`config.mk`:
```
export PLATFORM = sky130hd
export DESIGN_NAME = psam_cell
export DESIGN_NICKNAME = d
export VERILOG_FILES = /design/src/rtl/psam_pkg.sv /design/src/rtl/psam_cell.sv
export SDC_FILE = /design/constraint.sdc
export NUM_CORES = 1
export LEC_CHECK = 0
export BUFFER_PORTS_ARGS = -buffer_cell sky130_fd_sc_hd__buf_2
export CORE_MARGIN = 4
export CORE_UTILIZATION = 30
export CTS_CLUSTER_DIAMETER = 120
export DETAILED_ROUTE_END_ITERATION = 8
export PLACE_DENSITY = 0.6
export SLEW_MARGIN = 10
export SYNTH_ARGS = -nofsm -noshare
export SYNTH_HDL_FRONTEND = slang
export SYNTH_SLANG_ARGS = --single-unit
```
`constraint.sdc`:
```
create_clock -name clk -period 13.3 [get_ports clk]
set_input_delay 3.325 -clock clk [delete_from_list [all_inputs] [get_ports clk]]
set_output_delay 3.325 -clock clk [all_outputs]
set_load 0.05 [all_outputs]
```
`src/rtl/psam_pkg.sv`:
```
// Shared types and constants for the parity stripe address mapper.
// Used by every module in the rtl folder; depends on nothing.
package psam_pkg;

  localparam int CNT_W    = 9;
  localparam int REM_W    = CNT_W + 1;
  localparam int STEPS    = 4;
  localparam int NCELL    = 11;
  localparam int DVD_W    = NCELL * STEPS;
  localparam int SUM_W    = 48;
  localparam int CFG_IDX_W = 3;
  localparam int CFG_DAT_W = 32;

  localparam logic [CFG_IDX_W-1:0] REG_PARITY_START = 3'd0;
  localparam logic [CFG_IDX_W-1:0] REG_PARITY_STEP  = 3'd1;
  localparam logic [CFG_IDX_W-1:0] REG_MEMBER_TOTAL = 3'd2;
  localparam logic [CFG_IDX_W-1:0] REG_MEMBER_BYTES = 3'd3;
  localparam logic [CFG_IDX_W-1:0] REG_BLOCK_BYTES  = 3'd4;
  localparam logic [CFG_IDX_W-1:0] REG_STRIPE_LIMIT = 3'd5;

  localparam logic [1:0] STAT_OK    = 2'd0;
  localparam logic [1:0] STAT_RANGE = 2'd1;
  localparam logic [1:0] STAT_END   = 2'd2;

  typedef struct packed {
    logic        valid;
    logic        op;
    logic [31:0] stripe;
    logic [15:0] idx;
  } item_t;

endpackage

```
`src/rtl/psam_cell.sv`:
```
// One cell of the modulo chain: a few restoring remainder steps, then a register.
// Depends on psam_pkg.
module psam_cell (
  input  logic                  clk,
  input  logic                  rst_n,
  input  logic [8:0]            count,
  input  psam_pkg::item_t       item_i,
  input  logic [8:0]            rem_i,
  input  logic [psam_pkg::DVD_W-1:0] dvd_i,
  output psam_pkg::item_t       item_o,
  output logic [8:0]            rem_o,
  output logic [psam_pkg::DVD_W-1:0] dvd_o
);
  import psam_pkg::*;

  item_t              item_r;
  logic [CNT_W-1:0]   rem_r, rem_nxt;
  logic [DVD_W-1:0]   dvd_r, dvd_nxt;

  always_comb begin
    logic [REM_W-1:0] r;
    r       = '0;
    rem_nxt = rem_i;
    dvd_nxt = dvd_i;
    for (int s = 0; s < STEPS; s++) begin
      r = {rem_nxt, dvd_nxt[DVD_W-1]};
      if (r >= {1'b0, count}) begin
        r = r - {1'b0, count};
      end
      rem_nxt = r[CNT_W-1:0];
      dvd_nxt = {dvd_nxt[DVD_W-2:0], 1'b0};
    end
  end

  always_ff @(posedge clk) begin
    if (!rst_n) begin
      item_r.valid <= 1'b0;
    end else begin
      item_r.valid <= item_i.valid;
    end
    item_r.op     <= item_i.op;
    item_r.stripe <= item_i.stripe;
    item_r.idx    <= item_i.idx;
    rem_r         <= rem_nxt;
    dvd_r         <= dvd_nxt;
  end

  assign item_o = item_r;
  assign rem_o  = rem_r;
  assign dvd_o  = dvd_r;
endmodule

```
==> results.sh <==
export IMPL_cts_hold_buf=0
export IMPL_grt_max_degree=19
export IMPL_p_total_mw=1.25
export IMPL_p_int_mw=0.771
export IMPL_avgSynthCellArea_um2=11.4
export IMPL_async_flop_share_pct=0
export IMPL_setup_viol=0
export IMPL_start_util_pct=30.9
export IMPL_cts_tree="yes"
export IMPL_post_cts_buffers=0
export IMPL_drv_slew=0
export IMPL_cp_max_fo=12
export IMPL_pwr_share_clk_pct=22.6
export IMPL_hp_class="in -> reg"
export IMPL_vdd_ir_drop_worst_v=0.0000945
export IMPL_grt_pass1_wl_um=17600
export IMPL_avgRoutedWirePerCell_um=16.3
export IMPL_wl_met2_um=5960
export IMPL_cap_viol_max_count=0
export IMPL_power_switching_mw=0.482
export IMPL_syn_area_mm2=0.00395
export IMPL_syn2layout_area_growth_pct=40.3
export IMPL_fillers=1227
export IMPL_ios=217
export IMPL_path_class="in -> reg"
export IMPL_swShare_pct=38.5
export IMPL_synth_flop_cell="dfxtp_1"
export IMPL_max_stage_delay_ns=0.66
export IMPL_max_freq_mhz=83.0
export IMPL_antennaDiodeCount=0
export IMPL_tightest_slew_ns=0.739
export IMPL_cts_root_buffer="clkbuf_16"
export IMPL_rsz0062_at_grt="no"
export IMPL_clk_path_buf_depth=2
export IMPL_io_buffers=212
export IMPL_drive_above_1_share_pct=43.9
export IMPL_setup_tns_ns=0
export IMPL_die_h_um=123
export IMPL_rows=41
export IMPL_die_w_um=123
export IMPL_maxSlewHeadroom_pct=50.7
export IMPL_netlist_instances=348
export IMPL_synth_seq_area_share_pct=50.2
export IMPL_final_nets=723
export IMPL_finalHoldViolCount=0
export IMPL_synth_seq_cells=99
export IMPL_required_ns=13.52
export IMPL_top_layer="met5"
export IMPL_seqPwrFrac_pct=27.2
export IMPL_routed_via_density=4.48
export IMPL_clk_pin_slew_ns=0.07
export IMPL_via_count=3344
export IMPL_grt_use_total_pct=15.2
export IMPL_grt_overflow=0
export IMPL_power_density_mw_per_mm2=226
export IMPL_drc=0
export IMPL_drt_iter0_drc=160
export IMPL_gp_congestion=0.907
export IMPL_dr_pass1_iters=4
export IMPL_routed_wl_um=12200
export IMPL_critPathSlowestCell="a2111oi_4"
export IMPL_finalCriticalPeriod_ns=12.05
export IMPL_status="finished, final reports clean"
export IMPL_synth_edf_count=0
export IMPL_grt_pass1_vias=3392
export IMPL_final_period_utilization_pct=90.6
export IMPL_wl_met3_um=900
export IMPL_wl_met1_um=5150
export IMPL_cts_resized=0
export IMPL_cts_sinks=99
export IMPL_dp_final_hpwl_um=10500
export IMPL_cp_end_kind="register"
export IMPL_yosys_warnings=0
export IMPL_leakagePower_nw=2.81
export IMPL_htreeDepth=3
export IMPL_start_kind="input port"
export IMPL_crit_arrival_ns=12.26
export IMPL_ant_nets=0
export IMPL_comb_power_share_pct=50.2
export IMPL_cts_buffers=9
export IMPL_yosysUniqueCellTypes=50
export IMPL_dieArea_mm2=0.0151
export IMPL_coreArea_mm2=0.0128
export IMPL_grt_antenna_before_repair=1
flip-flops by register name, summed over array words and instances (netlist names):
signal  count
item_o     50
dvd_o      40
rem_o       9
power groups by stage:
| stage | clock, mW | combinational [mW] | sequential [mW] |
|---|---|---|---|
| final | 0.283 | 0.629 | 0.340 |
| after global routing | 0.300 | 0.697 | 0.344 |
| after CTS | 0.288 | 0.633 | 0.341 |
| after detailed placement | 0 | 0.627 | 0.348 |
| after global placement | 0 | 0.617 | 0.348 |
| after floorplan | 0 | 0.411 | 0.449 |
per-stage QoR:
stage | cell area, um2 | instances | hold WS [ns] | util [%] | setup WS (ns)
2_1_floorplan | 3960 | 351 | 3.35 | - | 1.48
3_3_place_gp | 5200 | 730 | 3.43 | 40.7 | 1.14
3_5_place_dp | 5200 | 730 | 3.43 | 40.7 | 0.926
4_1_cts | 5540 | 746 | 3.07 | 43.4 | 1.26
5_1_grt | 5540 | 746 | 3.06 | 43.4 | 0.586
6_report | 5540 | 746 | 3.08 | 43.4 | 1.25
final cells by class:
| class | instances | area, um2 | share of cell area [%] |
|---|---|---|---|
| clock inverters | 7 | 113 | 2.03 |
| flip-flops and latches | 99 | 1980 | 35.8 |
| clock buffers | 9 | 225 | 4.06 |
| multi-input cells | 226 | 1860 | 33.6 |
| well taps | 172 | 215 | 3.88 |
| inverters | 19 | 71.3 | 1.29 |
| repair buffers | 214 | 1080 | 19.4 |
per-layer routing:
metal  up-vias  global-route usage, %
li1       1659                      -
met1      1535                   20.1
met2       133                   24.4
met3        15                   4.47
met4         2                   3.85
met5         -                      0
worst paths after layout:
check | to | startpoint | depth (start not counted) | slack, ns
max | rem_o[7] | count[1] | 31 | 1.25
min | dvd_o[10] | dvd_i[6] | 1 | 3.08
layout by cell type, fill, tap and decap left out, types with 5 or more instances in the layout:
cell / instances
nor2_1: 14
o21ai_0: 15
a21o_1: 15
clkbuf_16: 9
or2_2: 5
mux2_2: 12
xnor2_1: 12
dfxtp_1: 99
nand2_1: 16
buf_2: 212
mux2i_1: 5
inv_1: 19
ha_1: 36
nor3_1: 5
xor2_1: 11
a21oi_1: 14
mux2_1: 7
cell usage after synthesis, drive strengths merged (2+ instances only):
library cell / instances / area, um2
buf: 5 / 41.3
inv: 19 / 71.3
o21a: 3 / 22.5
a211oi: 2 / 15.0
o211a: 2 / 20.0
nand2: 16 / 60.1
nor2: 15 / 58.8
nand2b: 2 / 12.5
xnor2: 12 / 105
and3: 3 / 18.8
clkbuf: 2 / 7.51
and4: 3 / 26.3
nor2b: 4 / 25.0
a221oi: 2 / 17.5
a31oi: 2 / 12.5
xor2: 11 / 96.3
mux2i: 5 / 50.1
a2111oi: 2 / 55.1
nand4: 3 / 18.8
dfxtp: 99 / 1980
or3: 2 / 12.5
and2: 2 / 12.5
nor3: 5 / 25.0
a21o: 15 / 113
nand3: 2 / 10.0
mux2: 20 / 229
ha: 36 / 450
o31ai: 2 / 15.0
a21oi: 14 / 70.1
o21ai: 15 / 75.1
or2: 5 / 31.3
fa: 4 / 80.1
worst max-delay path: cells and delay by family:
kind / cells / cell delay, ns
compound gates: 15 / 4.31
fa+ha+maj: 4 / 1.53
buf+inv: 4 / 0.76
mux: 5 / 1.71
simple gates: 3 / 0.61
cells by family after synthesis:
logic type / share of synthesized area, %
and+or+nand+nor: 8.46
xor gates and xnor gates: 5.10
AOI/OAI and AO/OA: 12.6
muxes: 7.06
DFF: 50.2
adders and majority gates: 13.4
buffers and inverters: 3.04
other: 0.0949
Power figures use the tool's default switching activity.
