<file path="config.mk">
export PLATFORM = sky130hd
export DESIGN_NAME = psam_offset
export DESIGN_NICKNAME = d
export VERILOG_FILES = /design/src/rtl/psam_pkg.sv /design/src/rtl/psam_offset.sv
export SDC_FILE = /design/constraint.sdc
export NUM_CORES = 2
export LEC_CHECK = 0
export BUFFER_PORTS_ARGS = -buffer_cell sky130_fd_sc_hd__buf_2
export CORE_MARGIN = 4
export CORE_UTILIZATION = 60
export DETAILED_ROUTE_END_ITERATION = 8
export PLACE_DENSITY = 0.88
export SLEW_MARGIN = 20
export SYNTH_ARGS = -nofsm -noshare
export SYNTH_HDL_FRONTEND = slang
export SYNTH_SLANG_ARGS = --single-unit
</file>
<file path="constraint.sdc">
create_clock -name clk -period 16.1 [get_ports clk]
set_clock_uncertainty 0.1 [all_clocks]
set_input_delay 0.805 -clock clk [delete_from_list [all_inputs] [get_ports clk]]
set_output_delay 0.805 -clock clk [all_outputs]
set_load 0.1 [all_outputs]
</file>
<file path="src/rtl/psam_pkg.sv">
// Shared types and constants for the parity stripe address mapper.
// Used by every module in the rtl folder; depends on nothing.
package psam_pkg;

  localparam int CNT_W    = 9;
  localparam int REM_W    = CNT_W + 1;
  localparam int STEPS    = 4;
  localparam int NCELL    = 11;
  localparam int DVD_W    = NCELL * STEPS;
  localparam int SUM_W    = 48;
  localparam int CFG_IDX_W = 3;
  localparam int CFG_DAT_W = 32;

  localparam logic [CFG_IDX_W-1:0] REG_PARITY_START = 3'd0;
  localparam logic [CFG_IDX_W-1:0] REG_PARITY_STEP  = 3'd1;
  localparam logic [CFG_IDX_W-1:0] REG_MEMBER_TOTAL = 3'd2;
  localparam logic [CFG_IDX_W-1:0] REG_MEMBER_BYTES = 3'd3;
  localparam logic [CFG_IDX_W-1:0] REG_BLOCK_BYTES  = 3'd4;
  localparam logic [CFG_IDX_W-1:0] REG_STRIPE_LIMIT = 3'd5;

  localparam logic [1:0] STAT_OK    = 2'd0;
  localparam logic [1:0] STAT_RANGE = 2'd1;
  localparam logic [1:0] STAT_END   = 2'd2;

  typedef struct packed {
    logic        valid;
    logic        op;
    logic [31:0] stripe;
    logic [15:0] idx;
  } item_t;

endpackage

</file>
<file path="src/rtl/psam_offset.sv">
// Target selection, slot offset products, end checks and output registers.
// Depends on psam_pkg.
module psam_offset #(
  parameter int OFFSET_BITS = 40
) (
  input  logic                   clk,
  input  logic                   rst_n,
  input  logic [8:0]             count,
  input  logic [31:0]            member_bytes,
  input  logic [24:0]            block_bytes,
  input  logic [20:0]            stripe_limit,
  input  psam_pkg::item_t        item_i,
  input  logic [8:0]             rem_i,
  output logic                   out_valid,
  output logic [7:0]             out_parity_member,
  output logic [16:0]            out_target_member,
  output logic [OFFSET_BITS-1:0] out_target_offset,
  output logic [OFFSET_BITS-1:0] out_parity_offset,
  output logic [1:0]             out_status
);
  import psam_pkg::*;

  localparam logic [SUM_W:0] END_LIM =
    (OFFSET_BITS < SUM_W) ? ((SUM_W+1)'(1) << OFFSET_BITS) : {(SUM_W+1){1'b1}};

  logic [CNT_W-1:0] parity;
  logic [16:0]      target;
  logic             s_ok, t_ok, p_ok;

  always_comb begin
    parity = (count == '0) ? '0 : rem_i;
    target = {1'b0, item_i.idx};
    if (!item_i.op && (item_i.idx >= {7'd0, parity})) begin
      target = {1'b0, item_i.idx} + 17'd1;
    end
    s_ok = (item_i.stripe < {11'd0, stripe_limit});
    t_ok = s_ok && (target < {8'd0, count});
    p_ok = s_ok && (parity < count);
  end

  logic             a_vld_r, a_tok_r, a_pok_r;
  logic [CNT_W-1:0] a_par_r;
  logic [16:0]      a_tgt_r;
  logic [40:0]      a_tm_r, a_pm_r, a_tot_r;
  logic [45:0]      a_sb_r;

  always_ff @(posedge clk) begin
    if (!rst_n) begin
      a_vld_r <= 1'b0;
    end else begin
      a_vld_r <= item_i.valid;
    end
    a_tok_r <= t_ok;
    a_pok_r <= p_ok;
    a_par_r <= parity;
    a_tgt_r <= target;
    a_tm_r  <= target[CNT_W-1:0] * member_bytes;
    a_pm_r  <= parity * member_bytes;
    a_tot_r <= count * member_bytes;
    a_sb_r  <= item_i.stripe[20:0] * block_bytes;
  end

  logic             b_vld_r, b_tok_r, b_pok_r;
  logic [CNT_W-1:0] b_par_r;
  logic [16:0]      b_tgt_r;
  logic [SUM_W-1:0] b_tb_r, b_te_r, b_pb_r, b_pe_r, b_tot_r;

  always_ff @(posedge clk) begin
    if (!rst_n) begin
      b_vld_r <= 1'b0;
    end else begin
      b_vld_r <= a_vld_r;
    end
    b_tok_r <= a_tok_r;
    b_pok_r <= a_pok_r;
    b_par_r <= a_par_r;
    b_tgt_r <= a_tgt_r;
    b_tb_r  <= SUM_W'(a_tm_r) + SUM_W'(a_sb_r);
    b_te_r  <= SUM_W'(a_tm_r) + SUM_W'(a_sb_r) + SUM_W'(block_bytes);
    b_pb_r  <= SUM_W'(a_pm_r) + SUM_W'(a_sb_r);
    b_pe_r  <= SUM_W'(a_pm_r) + SUM_W'(a_sb_r) + SUM_W'(block_bytes);
    b_tot_r <= SUM_W'(a_tot_r);
  end

  logic t_over, p_over;
  logic [OFFSET_BITS+SUM_W-1:0] t_ext, p_ext;
  logic [1:0] status;

  always_comb begin
    t_over = (b_te_r > b_tot_r) || ({1'b0, b_te_r} > END_LIM);
    p_over = (b_pe_r > b_tot_r) || ({1'b0, b_pe_r} > END_LIM);
    t_ext  = {{OFFSET_BITS{1'b0}}, b_tb_r};
    p_ext  = {{OFFSET_BITS{1'b0}}, b_pb_r};
    if (!b_tok_r) begin
      status = STAT_RANGE;
    end else if (t_over) begin
      status = STAT_END;
    end else begin
      status = STAT_OK;
    end
  end

  logic                   o_vld_r;
  logic [7:0]             o_par_r;
  logic [16:0]            o_tgt_r;
  logic [OFFSET_BITS-1:0] o_toff_r, o_poff_r;
  logic [1:0]             o_st_r;

  always_ff @(posedge clk) begin
    if (!rst_n) begin
      o_vld_r <= 1'b0;
    end else begin
      o_vld_r <= b_vld_r;
    end
    o_par_r  <= b_par_r[7:0];
    o_tgt_r  <= b_tgt_r;
    o_toff_r <= (status == STAT_OK) ? t_ext[OFFSET_BITS-1:0] : '0;
    o_poff_r <= (b_pok_r && !p_over) ? p_ext[OFFSET_BITS-1:0] : '0;
    o_st_r   <= status;
  end

  assign out_valid         = o_vld_r;
  assign out_parity_member = o_par_r;
  assign out_target_member = o_tgt_r;
  assign out_target_offset = o_toff_r;
  assign out_parity_offset = o_poff_r;
  assign out_status        = o_st_r;
endmodule

</file>
==> results.sh <==
export IMPL_grt_antenna_before_repair=19
export IMPL_status="complete, no violations"
export IMPL_r2r_start="a_sb_r[0]"
export IMPL_synthCells=7307
export IMPL_dieHeight_um=339
export IMPL_crit_fanout=107
export IMPL_cts_resized=0
export IMPL_clk_latency_ps=680
export IMPL_drive_above_1_share_pct=6.28
export IMPL_r2r_cells=23
export IMPL_worst_path_largest_cell_delay_ps=820
export IMPL_die_x_um=339
export IMPL_start_util_pct=60.4
export IMPL_wl_um=191000
export IMPL_crit_path_end="a_tm_r[39]"
export IMPL_async_reset_ff_share_pct=0
export IMPL_hp_class="flip-flop to flip-flop"
export IMPL_grt_setup_unrepaired="no"
export IMPL_crit_path_top_delay_cell="mux2_2"
export IMPL_row_count=121
export IMPL_cts_root_buf="clkbuf_16"
export IMPL_cp_common_cell="a21o_1"
export IMPL_cts_made_buffers=66
export IMPL_hold_violations=0
export IMPL_clk_pin_slew_worst_paths_ps=60
export IMPL_setup_viol=0
export IMPL_htreeDepth=3
export IMPL_synthDistinctLibCells=97
export IMPL_synth_edf_count=0
export IMPL_cts_tree="yes"
export IMPL_layout_common_cells="inv_1 (1217), fa_1 (1071), nand2_1 (1008)"
export IMPL_core_area_um2=109000
export IMPL_worst_slew_pin_slew_ps=1160
export IMPL_via_per_inst=5.95
export IMPL_r2r_end="b_pe_r[46]"
export IMPL_synth_seq_cells=550
export IMPL_crit_path_start="count[8]"
export IMPL_io_buffer_count=255
export IMPL_crit_cells=36
export IMPL_worstPathRequired_ps=16520
export IMPL_grt_max_degree=108
export IMPL_hpwl_um=150000
export IMPL_worstPathArrival_ps=11870
export IMPL_post_drt_wl_per_cell_um=21.7
export IMPL_cp_buffers_inverters=5
export IMPL_path_class="input port to flip-flop"
export IMPL_grt_ovfl_total=0
export IMPL_grt_pass1_vias=56000
export IMPL_min_period_ps=11450
export IMPL_ff2ff_setup_slack_ps=9780
export IMPL_num_vias=52500
export IMPL_grt_pass1_wl_um=304000
export IMPL_first_iter_violations=4298
export IMPL_cts_max_path_buffers=3
export IMPL_grt_use_total_pct=33.6
export IMPL_cp_start_kind="input port"
export IMPL_syn_area_per_cell_um2=9.02
export IMPL_ys_seq_area_share_pct=16.7
export IMPL_area_growth_pct=6.80
export IMPL_pin_count=256
export IMPL_cap_violations=0
export IMPL_yosysWarnings=0
export IMPL_slew_headroom_pct=21.8
export IMPL_routabilityCongestion=0.949
export IMPL_fmax_ghz=0.0873
export IMPL_drc=0
export IMPL_worst_setup_path_end_kind="flip-flop"
export IMPL_cts_hold_buf=0
export IMPL_drv_slew=0
export IMPL_ant_nets=0
export IMPL_syn_area_um2=65900
export IMPL_nets=9156
export IMPL_drtPass1Iterations=8
export IMPL_finalSetupTns_ps=0
export IMPL_cts_setup_buffers=0
export IMPL_die_area_um2=115000
export IMPL_crit_family="compound AO/OA/AOI/OAI gates"
export IMPL_clock_sinks=550
export IMPL_period_share_pct=71.1
export IMPL_ys_flop_type="dfxtp_1"
export IMPL_final_common_cell="inv_1"
-- synth_stat cells (8+ instances only) --
| master | count | area share [%] |
|---|---|---|
| a211oi_1 | 32 | 0.36 |
| and2_1 | 520 | 4.9 |
| xor2_1 | 96 | 1.3 |
| inv_1 | 1217 | 6.9 |
| nand2b_1 | 45 | 0.43 |
| a21oi_1 | 266 | 2.0 |
| a21boi_0 | 11 | 0.13 |
| or2_2 | 12 | 0.11 |
| clkbuf_1 | 311 | 1.8 |
| dfxtp_1 | 550 | 17 |
| fa_1 | 1071 | 33 |
| nor2b_1 | 42 | 0.40 |
| nor4_1 | 48 | 0.46 |
| nor2_1 | 215 | 1.2 |
| ha_1 | 599 | 11 |
| or3_1 | 19 | 0.18 |
| xnor2_1 | 209 | 2.8 |
| o21a_1 | 45 | 0.51 |
| o211ai_1 | 28 | 0.32 |
| nor3_1 | 56 | 0.43 |
| nand4_1 | 64 | 0.61 |
| o21bai_1 | 43 | 0.49 |
| nand2_1 | 1008 | 5.7 |
| a31oi_1 | 24 | 0.23 |
| o21ai_0 | 152 | 1.2 |
| nand3_1 | 90 | 0.68 |
| and3_1 | 143 | 1.4 |
| a21o_1 | 198 | 2.3 |
| buf_2 | 8 | 0.061 |
| and4_1 | 13 | 0.17 |
| o31ai_1 | 16 | 0.18 |
-- flip-flops by register name, summed over array words and instances, names as in the netlist, 2 cells and up --
signal / count
b_pe_r: 48
b_te_r: 48
a_sb_r: 46
a_pm_r: 41
a_tm_r: 41
a_tot_r: 41
b_tot_r: 41
b_pb_r: 40
b_tb_r: 40
out_parity_offset: 40
out_target_offset: 40
a_tgt_r: 17
b_tgt_r: 17
out_target_member: 17
a_par_r: 8
b_par_r: 8
out_parity_member: 8
out_status: 2
-- logic make-up after synthesis --
family | count (synthesis) | share of synthesized area, %
AND/OR/NAND/NOR | 2316 | 17.3
adder cells (fa/ha/maj) | 1670 | 43.9
buffers and inverters | 1548 | 8.88
AO/OA/AOI/OAI | 914 | 9.08
flip-flops | 550 | 16.7
XOR/XNOR | 306 | 4.10
multiplexers | 2 | 0.0323
other | 1 | 0.00569
-- worst min path at each step --
stage | slack [ps] | startpoint | to | cells past startpoint
after floorplan | 210 | a_par_r[0] | b_par_r[0] | 0
after global placement | 210 | a_tgt_r[12] | b_tgt_r[12] | 0
after detailed placement | 210 | a_tot_r[0] | b_tot_r[0] | 0
after CTS | 200 | item_i[49] | a_vld_r | 2
after global routing | 220 | a_tot_r[30] | b_tot_r[30] | 0
final | 220 | a_tot_r[8] | b_tot_r[8] | 0
-- layer usage --
layer	share of wire, %	GRT usage (%)	wire length (µm)	vias up
met2	46	53.8	87500	2763
met1	37	41.5	71600	26000
li1	-	-	-	23000
met5	0.0068	0	13	-
met3	10	7.80	19200	684
met4	6.8	20.2	13100	2
-- stage by stage --
step                      utilization [%]  instance area [µm²]  setup WS, ps  instances  hold WS, ps
after global placement               62.4                68000          4570       8684          211
after CTS                            64.5                70300          4950       8803          201
after global routing                 64.5                70400          4120       8807          219
after detailed placement             62.4                68000          4330       8684          212
final                                64.6                70400          4650       8815          222
after floorplan                         -                65900          6530       7308          210
-- cell type report --
class	count	area, µm²
clock inverter	44	599
antenna	12	30.0
multi-input combinational	5210	49100
tap	1414	1770
timing repair buffer	291	1550
clock buffer	75	1720
fill	8506	38600
inverter	1219	4580
sequential	550	11000
-- worst reg2reg max path, stage by stage, from the launching register on --
cell and delay [ps]:
dfxtp_1 340, ha_1 230, fa_1 420, a211oi_1 370, o21a_1 220, nor2_1 100
nor2_1 160, o21ai_0 140, a21oi_1 180, nor2b_1 90, o21ai_0 320, nand2b_1 90
a21oi_1 180, xnor2_1 210, ha_1 470, nand3_1 90, o21ai_0 360, o21ai_0 270
o21ai_0 310, and3_1 300, nor2_1 130, or4_1 680, nor4_1 370, a31o_1 150
Power is left out: the tool's default activity adds up to more than one toggle a clock period on the data nets, which glitch-free logic cannot reach.
